===== src/sv/alut_pkg.sv =====
package alut_pkg;

    localparam int CODE_BITS  = 12;
    localparam int AVG_BITS   = 24;
    localparam int STEP_BITS  = 8;
    localparam int MODE_BITS  = 2;
    localparam int COARSE     = 256;
    localparam int TBL_DEPTH  = 4096;
    localparam int SEG_POINTS = 80;          // curve points per step times fine points
    localparam int IDX_BITS   = 15;          // fine point index, 0..20479
    localparam int VAL_BITS   = 31;          // fine point value
    localparam int F_BITS     = 32;
    localparam int D_BITS     = 25;          // signed step difference
    localparam int NUM_BITS   = 28;
    localparam int PROD_BITS  = 57;

    localparam logic [CODE_BITS-1:0] CODE_MAX  = 12'hFFF;
    localparam logic [AVG_BITS-1:0]  AVG_FULL  = 24'hFFF000;  // full scale code in Q12
    localparam logic [F_BITS-1:0]    F_HALF    = 32'd163840;  // one half, times fine scale
    localparam logic [28:0]          RECIP10   = 29'd429496730;
    localparam logic [15:0]          RECIP5    = 16'd52429;
    localparam logic [6:0]           PT_LAST   = 7'd79;
    localparam logic [STEP_BITS-1:0] SEG_LAST  = 8'd255;

    localparam logic [MODE_BITS-1:0] MODE_SAMPLE = 2'd0;
    localparam logic [MODE_BITS-1:0] MODE_BUILD  = 2'd1;
    localparam logic [MODE_BITS-1:0] MODE_READ   = 2'd2;

    localparam logic KIND_BUILT = 1'b0;
    localparam logic KIND_ENTRY = 1'b1;

    typedef struct packed {
        logic [MODE_BITS-1:0] mode;
        logic [STEP_BITS-1:0] dac_step;
        logic [CODE_BITS-1:0] adc_sample;
        logic [CODE_BITS-1:0] entry_addr;
    } in_t;

    typedef struct packed {
        logic                 result_kind;
        logic [CODE_BITS-1:0] corrected_code;
    } out_t;

    typedef struct packed {
        logic                ok;
        logic [VAL_BITS-1:0] val;
        logic [IDX_BITS-1:0] idx;
    } cand_t;

    typedef enum logic [4:0] {
        ST_IDLE, ST_SMP_RD, ST_SMP_NUM, ST_SMP_MUL, ST_SMP_WR,
        ST_RD_REQ, ST_RD_OUT, ST_CLR, ST_SEG_LD0, ST_SEG_INIT,
        ST_SEG_RD, ST_SEG_D, ST_PT_DIV, ST_PT_RD, ST_PT_WR,
        ST_SFX_RD, ST_SFX_WR, ST_FIL_RD, ST_FIL_A, ST_FIL_B,
        ST_FIL_WR, ST_DONE
    } state_t;

    typedef enum logic [4:0] {
        OP_NONE, OP_LOAD, OP_SMP_RD, OP_SMP_NUM, OP_SMP_MUL, OP_SMP_WR,
        OP_RD_REQ, OP_RD_OUT, OP_CLR, OP_SEG_LD0, OP_SEG_INIT,
        OP_SEG_RD, OP_SEG_D, OP_PT_DIV, OP_PT_RD, OP_PT_WR,
        OP_SFX_RD, OP_SFX_WR, OP_FIL_RD, OP_FIL_A, OP_FIL_B,
        OP_FIL_WR, OP_DONE
    } op_t;

    typedef struct packed {
        op_t op;
    } cmd_t;

    typedef struct packed {
        logic cnt_max;
        logic cnt_zero;
        logic seg_last;
        logic pt_last;
    } status_t;

endpackage


===== src/sv/alut_ctrl.sv =====
module alut_ctrl
    import alut_pkg::*;
(
    input  logic                 clk,
    input  logic                 rst_n,
    input  logic                 start,
    input  logic [MODE_BITS-1:0] mode,
    input  status_t              status,
    output cmd_t                 cmd,
    output logic                 busy
);

    state_t state_reg, state_next;

    always_ff @(posedge clk or negedge rst_n)
    begin
        if (!rst_n)
        begin
            state_reg <= ST_IDLE;
        end
        else
        begin
            state_reg <= state_next;
        end
    end

    always_comb
    begin
        state_next = state_reg;
        case (state_reg)
            ST_IDLE:
            begin
                if (start)
                begin
                    case (mode)
                        MODE_SAMPLE: state_next = ST_SMP_RD;
                        MODE_BUILD:  state_next = ST_CLR;
                        MODE_READ:   state_next = ST_RD_REQ;
                        default:     state_next = ST_IDLE;
                    endcase
                end
            end
            ST_SMP_RD:   state_next = ST_SMP_NUM;
            ST_SMP_NUM:  state_next = ST_SMP_MUL;
            ST_SMP_MUL:  state_next = ST_SMP_WR;
            ST_SMP_WR:   state_next = ST_IDLE;
            ST_RD_REQ:   state_next = ST_RD_OUT;
            ST_RD_OUT:   state_next = ST_IDLE;
            ST_CLR:      state_next = status.cnt_max ? ST_SEG_LD0 : ST_CLR;
            ST_SEG_LD0:  state_next = ST_SEG_INIT;
            ST_SEG_INIT: state_next = ST_SEG_RD;
            ST_SEG_RD:   state_next = ST_SEG_D;
            ST_SEG_D:    state_next = ST_PT_DIV;
            ST_PT_DIV:   state_next = ST_PT_RD;
            ST_PT_RD:    state_next = ST_PT_WR;
            ST_PT_WR:
            begin
                if (status.pt_last)
                begin
                    state_next = status.seg_last ? ST_SFX_RD : ST_SEG_RD;
                end
                else
                begin
                    state_next = ST_PT_DIV;
                end
            end
            ST_SFX_RD:   state_next = ST_SFX_WR;
            ST_SFX_WR:   state_next = status.cnt_zero ? ST_FIL_RD : ST_SFX_RD;
            ST_FIL_RD:   state_next = ST_FIL_A;
            ST_FIL_A:    state_next = ST_FIL_B;
            ST_FIL_B:    state_next = ST_FIL_WR;
            ST_FIL_WR:   state_next = status.cnt_max ? ST_DONE : ST_FIL_RD;
            ST_DONE:     state_next = ST_IDLE;
            default:     state_next = ST_IDLE;
        endcase
    end

    always_comb
    begin
        busy   = (state_reg != ST_IDLE);
        cmd.op = OP_NONE;
        case (state_reg)
            ST_IDLE:     cmd.op = start ? OP_LOAD : OP_NONE;
            ST_SMP_RD:   cmd.op = OP_SMP_RD;
            ST_SMP_NUM:  cmd.op = OP_SMP_NUM;
            ST_SMP_MUL:  cmd.op = OP_SMP_MUL;
            ST_SMP_WR:   cmd.op = OP_SMP_WR;
            ST_RD_REQ:   cmd.op = OP_RD_REQ;
            ST_RD_OUT:   cmd.op = OP_RD_OUT;
            ST_CLR:      cmd.op = OP_CLR;
            ST_SEG_LD0:  cmd.op = OP_SEG_LD0;
            ST_SEG_INIT: cmd.op = OP_SEG_INIT;
            ST_SEG_RD:   cmd.op = OP_SEG_RD;
            ST_SEG_D:    cmd.op = OP_SEG_D;
            ST_PT_DIV:   cmd.op = OP_PT_DIV;
            ST_PT_RD:    cmd.op = OP_PT_RD;
            ST_PT_WR:    cmd.op = OP_PT_WR;
            ST_SFX_RD:   cmd.op = OP_SFX_RD;
            ST_SFX_WR:   cmd.op = OP_SFX_WR;
            ST_FIL_RD:   cmd.op = OP_FIL_RD;
            ST_FIL_A:    cmd.op = OP_FIL_A;
            ST_FIL_B:    cmd.op = OP_FIL_B;
            ST_FIL_WR:   cmd.op = OP_FIL_WR;
            ST_DONE:     cmd.op = OP_DONE;
            default:     cmd.op = OP_NONE;
        endcase
    end

endmodule


===== config.mk =====
export PLATFORM = sky130hd
export DESIGN_NAME = alut_ctrl
export DESIGN_NICKNAME = d
export VERILOG_FILES = /design/src/sv/alut_pkg.sv /design/src/sv/alut_ctrl.sv
export SDC_FILE = /design/constraint.sdc
export NUM_CORES = 1
export LEC_CHECK = 0
export BUFFER_PORTS_ARGS = -buffer_cell sky130_fd_sc_hd__clkbuf_2
export CORE_AREA = 10 10 47 49
export CTS_BUF_LIST = sky130_fd_sc_hd__clkbuf_8
export DETAILED_ROUTE_END_ITERATION = 10
export DIE_AREA = 0 0 57 59
export PLACE_DENSITY_LB_ADDON = 0.12
export REMOVE_ABC_BUFFERS = 1
export SLEW_MARGIN = 20
export SYNTH_ARGS = -nofsm -noshare
export SYNTH_HDL_FRONTEND = slang
export SYNTH_SLANG_ARGS = --single-unit

===== constraint.sdc =====
create_clock -name clk -period 2.9 [get_ports clk]
set_input_delay 0.145 -clock clk [delete_from_list [all_inputs] [get_ports clk]]
set_output_delay 0.145 -clock clk [all_outputs]
set_load 0.05 [all_outputs]

==> results of run 1 <==
[worst min path at each step]
stage              start            to  slack, ps  depth (start not counted)
3_5_place_dp       rst_n  state_reg[3]        -30                          1
4_1_cts        status[1]  state_reg[0]        210                          3
6_report       status[1]  state_reg[0]        210                          3
5_1_grt        status[1]  state_reg[0]        220                          3
2_1_floorplan      rst_n  state_reg[0]       -150                          0
3_3_place_gp       rst_n  state_reg[0]        -40                          1
[through the flow]
stage,util [%],setup WS (ps),cells
3_3_place_gp,44.4,1080,101
2_1_floorplan,-,728,71
6_report,48.3,834,106
3_5_place_dp,44.4,1080,101
4_1_cts,48.3,828,106
5_1_grt,48.3,672,106
[synthesized netlist by cell type (2+ instances only)]
library cell  count  share of area [%]
nor2_1            9                6.0
dfrtp_1           5                 22
nand2_1           5                3.3
o21ai_0           5                4.4
clkbuf_1          4                2.7
a31oi_1           3                3.3
o21ai_1           3                2.7
a211oi_1          2                2.7
a21oi_1           2                1.8
buf_4             2                2.7
ha_1              2                4.4
inv_1             2                1.3
nand2b_1          2                2.2
nand3_1           2                1.8
nor2b_1           2                2.2
nor3_1            2                1.8
o22ai_1           2                2.2
or3_4             2                4.0
[routing by layer]
layer / part of all wire (%) / up-vias
met5: 0 / -
met1: 43 / 281
met4: 2.6 / 0
li1: - / 306
met2: 47 / 28
met3: 7.6 / 4
[layout make-up]
| type | instances | area (sq um) | area share (%) |
|---|---|---|---|
| clock buffer | 3 | 41.3 | 6.10 |
| clock inverter | 1 | 3.75 | 0.555 |
| inverter | 3 | 11.3 | 1.66 |
| multi-input combinational | 63 | 395 | 58.4 |
| sequential | 5 | 125 | 18.5 |
| tap | 16 | 20.0 | 2.96 |
| timing repair buffer | 15 | 80.1 | 11.8 |
[power by group]
| part | leakage, nW | internal [mW] | switching (mW) | total, mW |
|---|---|---|---|---|
| registers | 0.0644 | 0.0969 | 0.101 | 0.198 |
| logic | 0.197 | 0.171 | 0.337 | 0.508 |
| clock network | 0.0269 | 0.0910 | 0.0377 | 0.129 |
[worst max-delay path, cell delays in order, from the launching register on]
cell and delay, ps:
dfrtp_1 590, and2_1 360, nand2_1 170, xor2_1 180
nor2_1 110, clkbuf_2 290
[logic make-up after synthesis]
family,after synthesis
flops,5
mux,1
compound gates,23
buf+inv,10
xor+xnor,2
fa+ha+maj,2
simple gates,35
[timing repair]
item                      CTS  global route
hold buffers                1             0
hold endpoints to repair    5             0
setup buffers               0             0
==> results.yml, run 1 <==
clock_network:
  ctsResizeCount: 0
  cts_root_buf: "clkbuf_8"
  clockBufferDepth: 2
  cts-htree-levels: 1
  worstSkewPairLatency_ps: 230
  clk_pin_slew_ps: 40
  cts_tree: "built"
  cts-buffers-inserted: 3
  cts.sinks: 5
critical_path:
  r2r-start: "state_reg[3]"
  worstSetupEndpoint: "cmd[3]"
  reg2reg_slack_ps: 1180
  reg2reg_depth: 4
  r2r_end: "state_reg[2]"
  end_kind: "output pin"
  cp.required_ps: 2760
  crit_path_start_kind: "flop"
  critPathKind: "reg2out"
  arrival_ps: 1920
  cp-startpoint: "state_reg[2]"
  cp_max_fo: 16
outcome:
  status: "finished, final reports clean"
sta:
  rsz0062_at_grt: "no"
  fin_worst_skew_ps: 5.24
  hold_viol: 0
  holdWs_ps: 207
  fin_crit_sh_pct: 71.3
  slew_headroom_pct: 61.0
  min_period_ps: 2070
  fin_tns_setup_ps: 0
  maxSlewViolCount: 0
  setup_viol: 0
  worst_pin_slew_ps: 584
  fmax_mhz: 484
die:
  start_util_pct: 40.4
  die_area_sq_um: 3360
  io_pins: 15
  fp.dieW_um: 57
  rows: 14
  coreArea_sq_um: 1400
  die_y_um: 59
layout:
  largest_reg_flops: 5
  nFillCells: 146
  layout_commonest_cell: "clkbuf_2"
  n_antenna_cell: 0
  final_nets: 102
  layout_common_cells: "clkbuf_2, nor2_1, nand2_1, o21ai_0, dfrtp_1"
  syn2layout_area_growth_pct: 19.7
  layout-drive-gt1-share_pct: 23.3
  fin_area_sq_um: 677
global_routing:
  grt-busiest-layer: "met2"
  met1_usage_pct: 11.3
  grt_pass1_wl_mm: 2.74
  met3_usage_pct: 2.79
  antenna_found_initial: 0
  grt_util_met2_pct: 15.5
  grt_max_degree: 21
  track_usage_pct: 10.1
  grt_pass1_vias: 591
  overflow: 0
power:
  ir_worst_vdd_uv: 417
  power_mw: 0.835
  p_leak_nw: 0.288
  p_per_area_nw_per_um2: 1230
yosys:
  synth_xor_area_share_pct: 3.10
  seq_area_frac_synth_pct: 22.1
  synth_cell_types: 40
  synth.mux.area_fraction_pct: 1.77
  synth_compound_area_share_pct: 25.7
  synth-seq-cells: 5
  synth-simple-area-share_pct: 35.0
  postSynthCellCount: 78
  avgSynthCellArea_sq_um: 7.25
  synth_edf_count: 0
  yosys.area_share.adder_pct: 4.42
  syn_area_sq_um: 566
  async_flop_share_pct: 100
  synth_top_family_by_area: "simple AND/OR/NAND/NOR gates"
  ys.flop_type: "dfrtp_1"
  yosysWarnings: 0
routing:
  drt-pass1-iter-count: 5
  wirelength_mm: 1.62
  drt_iter0_markers: 18
  viasPerCell: 5.84
  wl_per_cell_um: 15.3
  remaining_drc_errors: 0
  ant_nets: 0
  dr_total_vias: 619
worst_hold_path:
  hold_path_class: "in2reg"
flow_run:
  cap_violations: 0
place:
  port_buffers: 14
  globalplace.congestion: 0.794
  postPlaceCellArea_sq_um: 622
  dp_hpwl_mm: 1.12
Note: power is estimated with default switching activity, not from simulation.
==> run 2: changes to the inputs <==
==> constraint.sdc (replaced) <==
create_clock -name clk -period 2.2 [get_ports clk]
set_input_delay 0.11 -clock clk [delete_from_list [all_inputs] [get_ports clk]]
set_output_delay 0.11 -clock clk [all_outputs]
set_load 0.05 [all_outputs]
==> run 2 against run 1 <==
Sequential cell count is the same. Worst hold slack lost 30 ps. Global-route usage shrank 0.32 points. Critical path type unchanged. Combinational power grew 43%.
==> results.yml, run 2 (synthesis gave the netlist of run 1 again) <==
outcome:
  status: "finished, final reports clean"
layout:
  fin_util_pct: 49.9
  nFillCells: 147
  layout_commonest_cell: "clkbuf_2"
  largest_reg_flops: 5
  layout_common_cells: "clkbuf_2, nor2_1, nand2_1, o21ai_0, dfrtp_1"
  n_antenna_cell: 0
  syn2layout_area_growth_pct: 23.7
  fin_area_sq_um: 699
  final_nets: 105
  layout-drive-gt1-share_pct: 25.8
die:
  io_pins: 15
  rows: 14
  die_y_um: 59
  fp.dieW_um: 57
  die_area_sq_um: 3360
  start_util_pct: 40.4
  coreArea_sq_um: 1400
routing:
  wl_per_cell_um: 14.5
  drt_iter0_markers: 18
  wirelength_mm: 1.58
  drt-pass1-iter-count: 4
  dr_total_vias: 621
  ant_nets: 0
  viasPerCell: 5.70
  remaining_drc_errors: 0
sta:
  fin_tns_setup_ps: 0
  worst_pin_slew_ps: 353
  slew_headroom_pct: 76.5
  maxSlewViolCount: 0
  fin_worst_skew_ps: 3.14
  fmax_mhz: 516
  setup_viol: 0
  fin_crit_sh_pct: 88.1
  min_period_ps: 1940
  hold_viol: 0
  rsz0062_at_grt: "no"
clock_network:
  clockBufferDepth: 2
  ctsResizeCount: 0
  clk_pin_slew_ps: 30
  cts_setup_buffers: 0
  holdBufCountCts: 1
  cts-htree-levels: 1
  cts_root_buf: "clkbuf_8"
  cts-buffers-inserted: 3
  cts.sinks: 5
  cts_tree: "built"
  worstSkewPairLatency_ps: 230
critical_path:
  arrival_ps: 1830
  end_kind: "output pin"
  crit_path_start_kind: "flop"
  critPathKind: "reg2out"
  cp.required_ps: 2090
  cp_max_fo: 11
global_routing:
  met3_usage_pct: 4.29
  overflow: 0
  grt_pass1_vias: 571
  grt_pass1_wl_mm: 2.57
  antenna_found_initial: 0
  grt_util_met2_pct: 14.7
  track_usage_pct: 9.77
  met1_usage_pct: 10.3
  grt_max_degree: 14
  grt-busiest-layer: "met2"
place:
  dp_hpwl_mm: 1.21
  globalplace.congestion: 0.834
  postPlaceCellArea_sq_um: 644
  port_buffers: 14
power:
  power_mw: 1.12
  ir_worst_vdd_uv: 588
  p_leak_nw: 0.304
  p_per_area_nw_per_um2: 1600
worst_hold_path:
  hold_path_class: "in2reg"
flow_run:
  cap_violations: 0
## run 2: cell count changes in the layout (fill, tap and decap cells not counted)
cell	delta
buf_4	+3
## run 2: per-stage QoR
| step | hold WS [ps] | worst slack, ps | cells |
|---|---|---|---|
| 2_1_floorplan | -186 | 62.8 | 71 |
| 3_3_place_gp | -66.6 | 521 | 104 |
| 3_5_place_dp | -65.6 | 502 | 104 |
| 4_1_cts | 176 | 262 | 109 |
| 5_1_grt | 201 | 158 | 109 |
| 6_report | 177 | 262 | 109 |
## run 2: routing by layer
metal	vias to the layer above	share of wire [%]
met2	24	45
met3	5	9.3
met5	-	0
met4	0	3.3
li1	311	-
met1	281	43
## run 2: where the power goes
| part | leakage (nW) | total [mW] | switching [mW] | internal, mW |
|---|---|---|---|---|
| logic | 0.212 | 0.728 | 0.483 | 0.245 |
| clock network | 0.0269 | 0.172 | 0.0520 | 0.120 |
| registers | 0.0644 | 0.220 | 0.0910 | 0.129 |
## run 2: layout make-up
cell class                 instances  area, sq um  area share [%]
tap                               16         20.0            2.86
inverter                           3         11.3            1.61
clock buffer                       3         41.3            5.90
timing repair buffer              18          103            14.7
clock inverter                     1         3.75           0.537
sequential                         5          125            17.9
multi-input combinational         63          395            56.5
## run 2: final timing paths
path / startpoint / to / slack (ps) / cells after the start
max: state_reg[1] / cmd[3] / 260 / 5
min reg2reg: state_reg[2] / state_reg[4] / 640 / 1
min in group asynchronous: rst_n / state_reg[4] / 250 / 2
min: status[1] / state_reg[0] / 180 / 3
max in group asynchronous: rst_n / state_reg[0] / 1810 / 2
max reg2reg: state_reg[1] / state_reg[2] / 580 / 4
## run 2: critical path: stages (launching register included)
cell      delay, ps
dfrtp_1         530
and2_1          340
nand2_1         170
xor2_1          170
nor2_1          100
clkbuf_2        290
==> run 3: changes to the inputs <==
--- a/config.mk
+++ b/config.mk
@@ -6,10 +6,10 @@
 export NUM_CORES = 1
 export LEC_CHECK = 0
 export BUFFER_PORTS_ARGS = -buffer_cell sky130_fd_sc_hd__clkbuf_2
-export CORE_AREA = 10 10 47 49
+export CORE_AREA = 2 2 39 41
 export CTS_BUF_LIST = sky130_fd_sc_hd__clkbuf_8
 export DETAILED_ROUTE_END_ITERATION = 10
-export DIE_AREA = 0 0 57 59
+export DIE_AREA = 0 0 41 43
 export PLACE_DENSITY_LB_ADDON = 0.12
 export REMOVE_ABC_BUFFERS = 1
 export SLEW_MARGIN = 20
==> run 3 against run 2 <==
Utilization grew 0.089 points. First-iteration DRC count grew 11%. Worst hold slack gained 7.7 ps. Non-clock buffer count shrank 1. Critical path depth is the same. Combinational power shrank 5.5%. Wire length shrank 7.1%. Design area shrank 1.1%. Cell count shrank 0.92%. Setup slack lost 80 ps. Global-route usage grew 11 points. Critical path type unchanged.
==> results.yml, run 3 (synthesis gave the netlist of run 1 again) <==
place:
  postPlaceCellArea_sq_um: 637
  pre_cts_slack_ps: 454
  port_buffers: 14
  dp_hpwl_mm: 1.02
  globalplace.congestion: 0.841
worst_hold_path:
  hold_path_class: "in2reg"
sta:
  fin_crit_sh_pct: 91.7
  setup_ws_ps: 182
  setup_viol: 0
  slew_headroom_pct: 69.4
  rsz0062_at_grt: "no"
  fin_tns_setup_ps: 0
  worst_pin_slew_ps: 459
  fmax_mhz: 496
  hold_viol: 0
  min_period_ps: 2020
  fin_worst_skew_ps: 4.37
  maxSlewViolCount: 0
critical_path:
  r2r-start: "state_reg[2]"
  crit_path_start_kind: "flop"
  crit_family: "simple AND/OR/NAND/NOR gates"
  critical_path_cell_count: 5
  max_stage_delay_ps: 600
  cp-startpoint: "state_reg[2]"
  reg2reg_depth: 4
  r2r_end: "state_reg[2]"
  cp.required_ps: 2090
  worstPathCellList: "and2_1 > nand2_1 > xor2_1 > nor2_1 > clkbuf_2"
  arrival_ps: 1910
  crit_slowest_cell: "dfrtp_1"
  cp_num_buf_inv: 1
  worstSetupEndpoint: "cmd[3]"
  cp_max_fo: 16
  reg2reg_slack_ps: 480
  end_kind: "output pin"
  critPathKind: "reg2out"
clock_network:
  cts-buffers-inserted: 3
  ctsResizeCount: 0
  cts.sinks: 5
  cts-htree-levels: 1
  clk_pin_slew_ps: 40
  holdBufCountCts: 1
  cts_setup_buffers: 0
  cts_root_buf: "clkbuf_8"
  cts_tree: "built"
  worstSkewPairLatency_ps: 230
  clockBufferDepth: 2
global_routing:
  grt_max_degree: 17
  antenna_found_initial: 0
  track_usage_pct: 21.0
  grt_pass1_wl_mm: 2.50
  overflow: 0
  grt_pass1_vias: 566
routing:
  remaining_drc_errors: 0
  wirelength_mm: 1.47
  drt-pass1-iter-count: 4
  dr_total_vias: 645
  drt_iter0_markers: 20
  ant_nets: 0
  wl_per_cell_um: 13.6
  viasPerCell: 5.97
layout:
  largest_reg_flops: 5
  syn2layout_area_growth_pct: 22.3
  layout_common_cells: "clkbuf_2, nor2_1, nand2_1, o21ai_0, dfrtp_1"
  nFillCells: 138
  final_nets: 104
  n_antenna_cell: 0
  fin_util_pct: 50.0
  fin_area_sq_um: 692
  layout-drive-gt1-share_pct: 25.0
  layout_commonest_cell: "clkbuf_2"
die:
  rows: 14
  die_area_sq_um: 1760
  coreArea_sq_um: 1380
  io_pins: 15
  fp.dieW_um: 41
  start_util_pct: 40.9
  die_y_um: 43
power:
  p_leak_nw: 0.298
  ir_worst_vdd_uv: 743
  p_per_area_nw_per_um2: 1600
outcome:
  status: "finished, final reports clean"
flow_run:
  cap_violations: 0
## run 3: cell count changes in the layout (fill, tap and decap cells not counted)
cell	before	now
buf_4	3	2
## run 3: how the worst min path moves through the flow
stage | startpoint | endpoint | slack, ps | depth (start not counted)
2_1_floorplan | rst_n | state_reg[0] | -190 | 0
6_report | status[1] | state_reg[0] | 180 | 3
4_1_cts | status[1] | state_reg[0] | 190 | 3
3_5_place_dp | rst_n | state_reg[1] | -70 | 1
3_3_place_gp | rst_n | state_reg[0] | -70 | 1
5_1_grt | status[1] | state_reg[0] | 210 | 3
## run 3: layout make-up
class	count	area [sq um]	area share, %
Multi-Input combinational cell	63	395	57.1
Sequential cell	5	125	18.1
Timing Repair Buffer	17	95.1	13.7
Clock buffer	3	41.3	5.97
Tap cell	16	20.0	2.89
Inverter	3	11.3	1.63
Clock inverter	1	3.75	0.542
## run 3: tightest hold or removal path: stages
cell      delay (ps)
clkbuf_2          90
nand4_1           70
a31oi_1           90
## run 3: metal layers
layer  routed length (um)  track usage (%)  share of wire, %  vias to the layer above
met4                   30             14.0               2.0                        0
met2                  762             31.9                52                       25
met5                    0                0                 0                        -
li1                     -                -                 -                      313
met3                   65             1.57               4.4                        4
met1                  613             26.7                42                      303
## run 3: per-stage QoR
step           hold slack, ps  total power, mW  std cells
6_report                  185             1.11        108
5_1_grt                   212             1.19        108
4_1_cts                   188             1.11        108
3_5_place_dp            -69.6            0.929        103
3_3_place_gp            -72.6            0.931        103
2_1_floorplan            -186            0.760         71
## run 3: power breakdown
| group | internal, mW | switching, mW |
|---|---|---|
| clock network | 0.120 | 0.0514 |
| registers | 0.128 | 0.122 |
| logic | 0.236 | 0.452 |
| total | 0.485 | 0.625 |
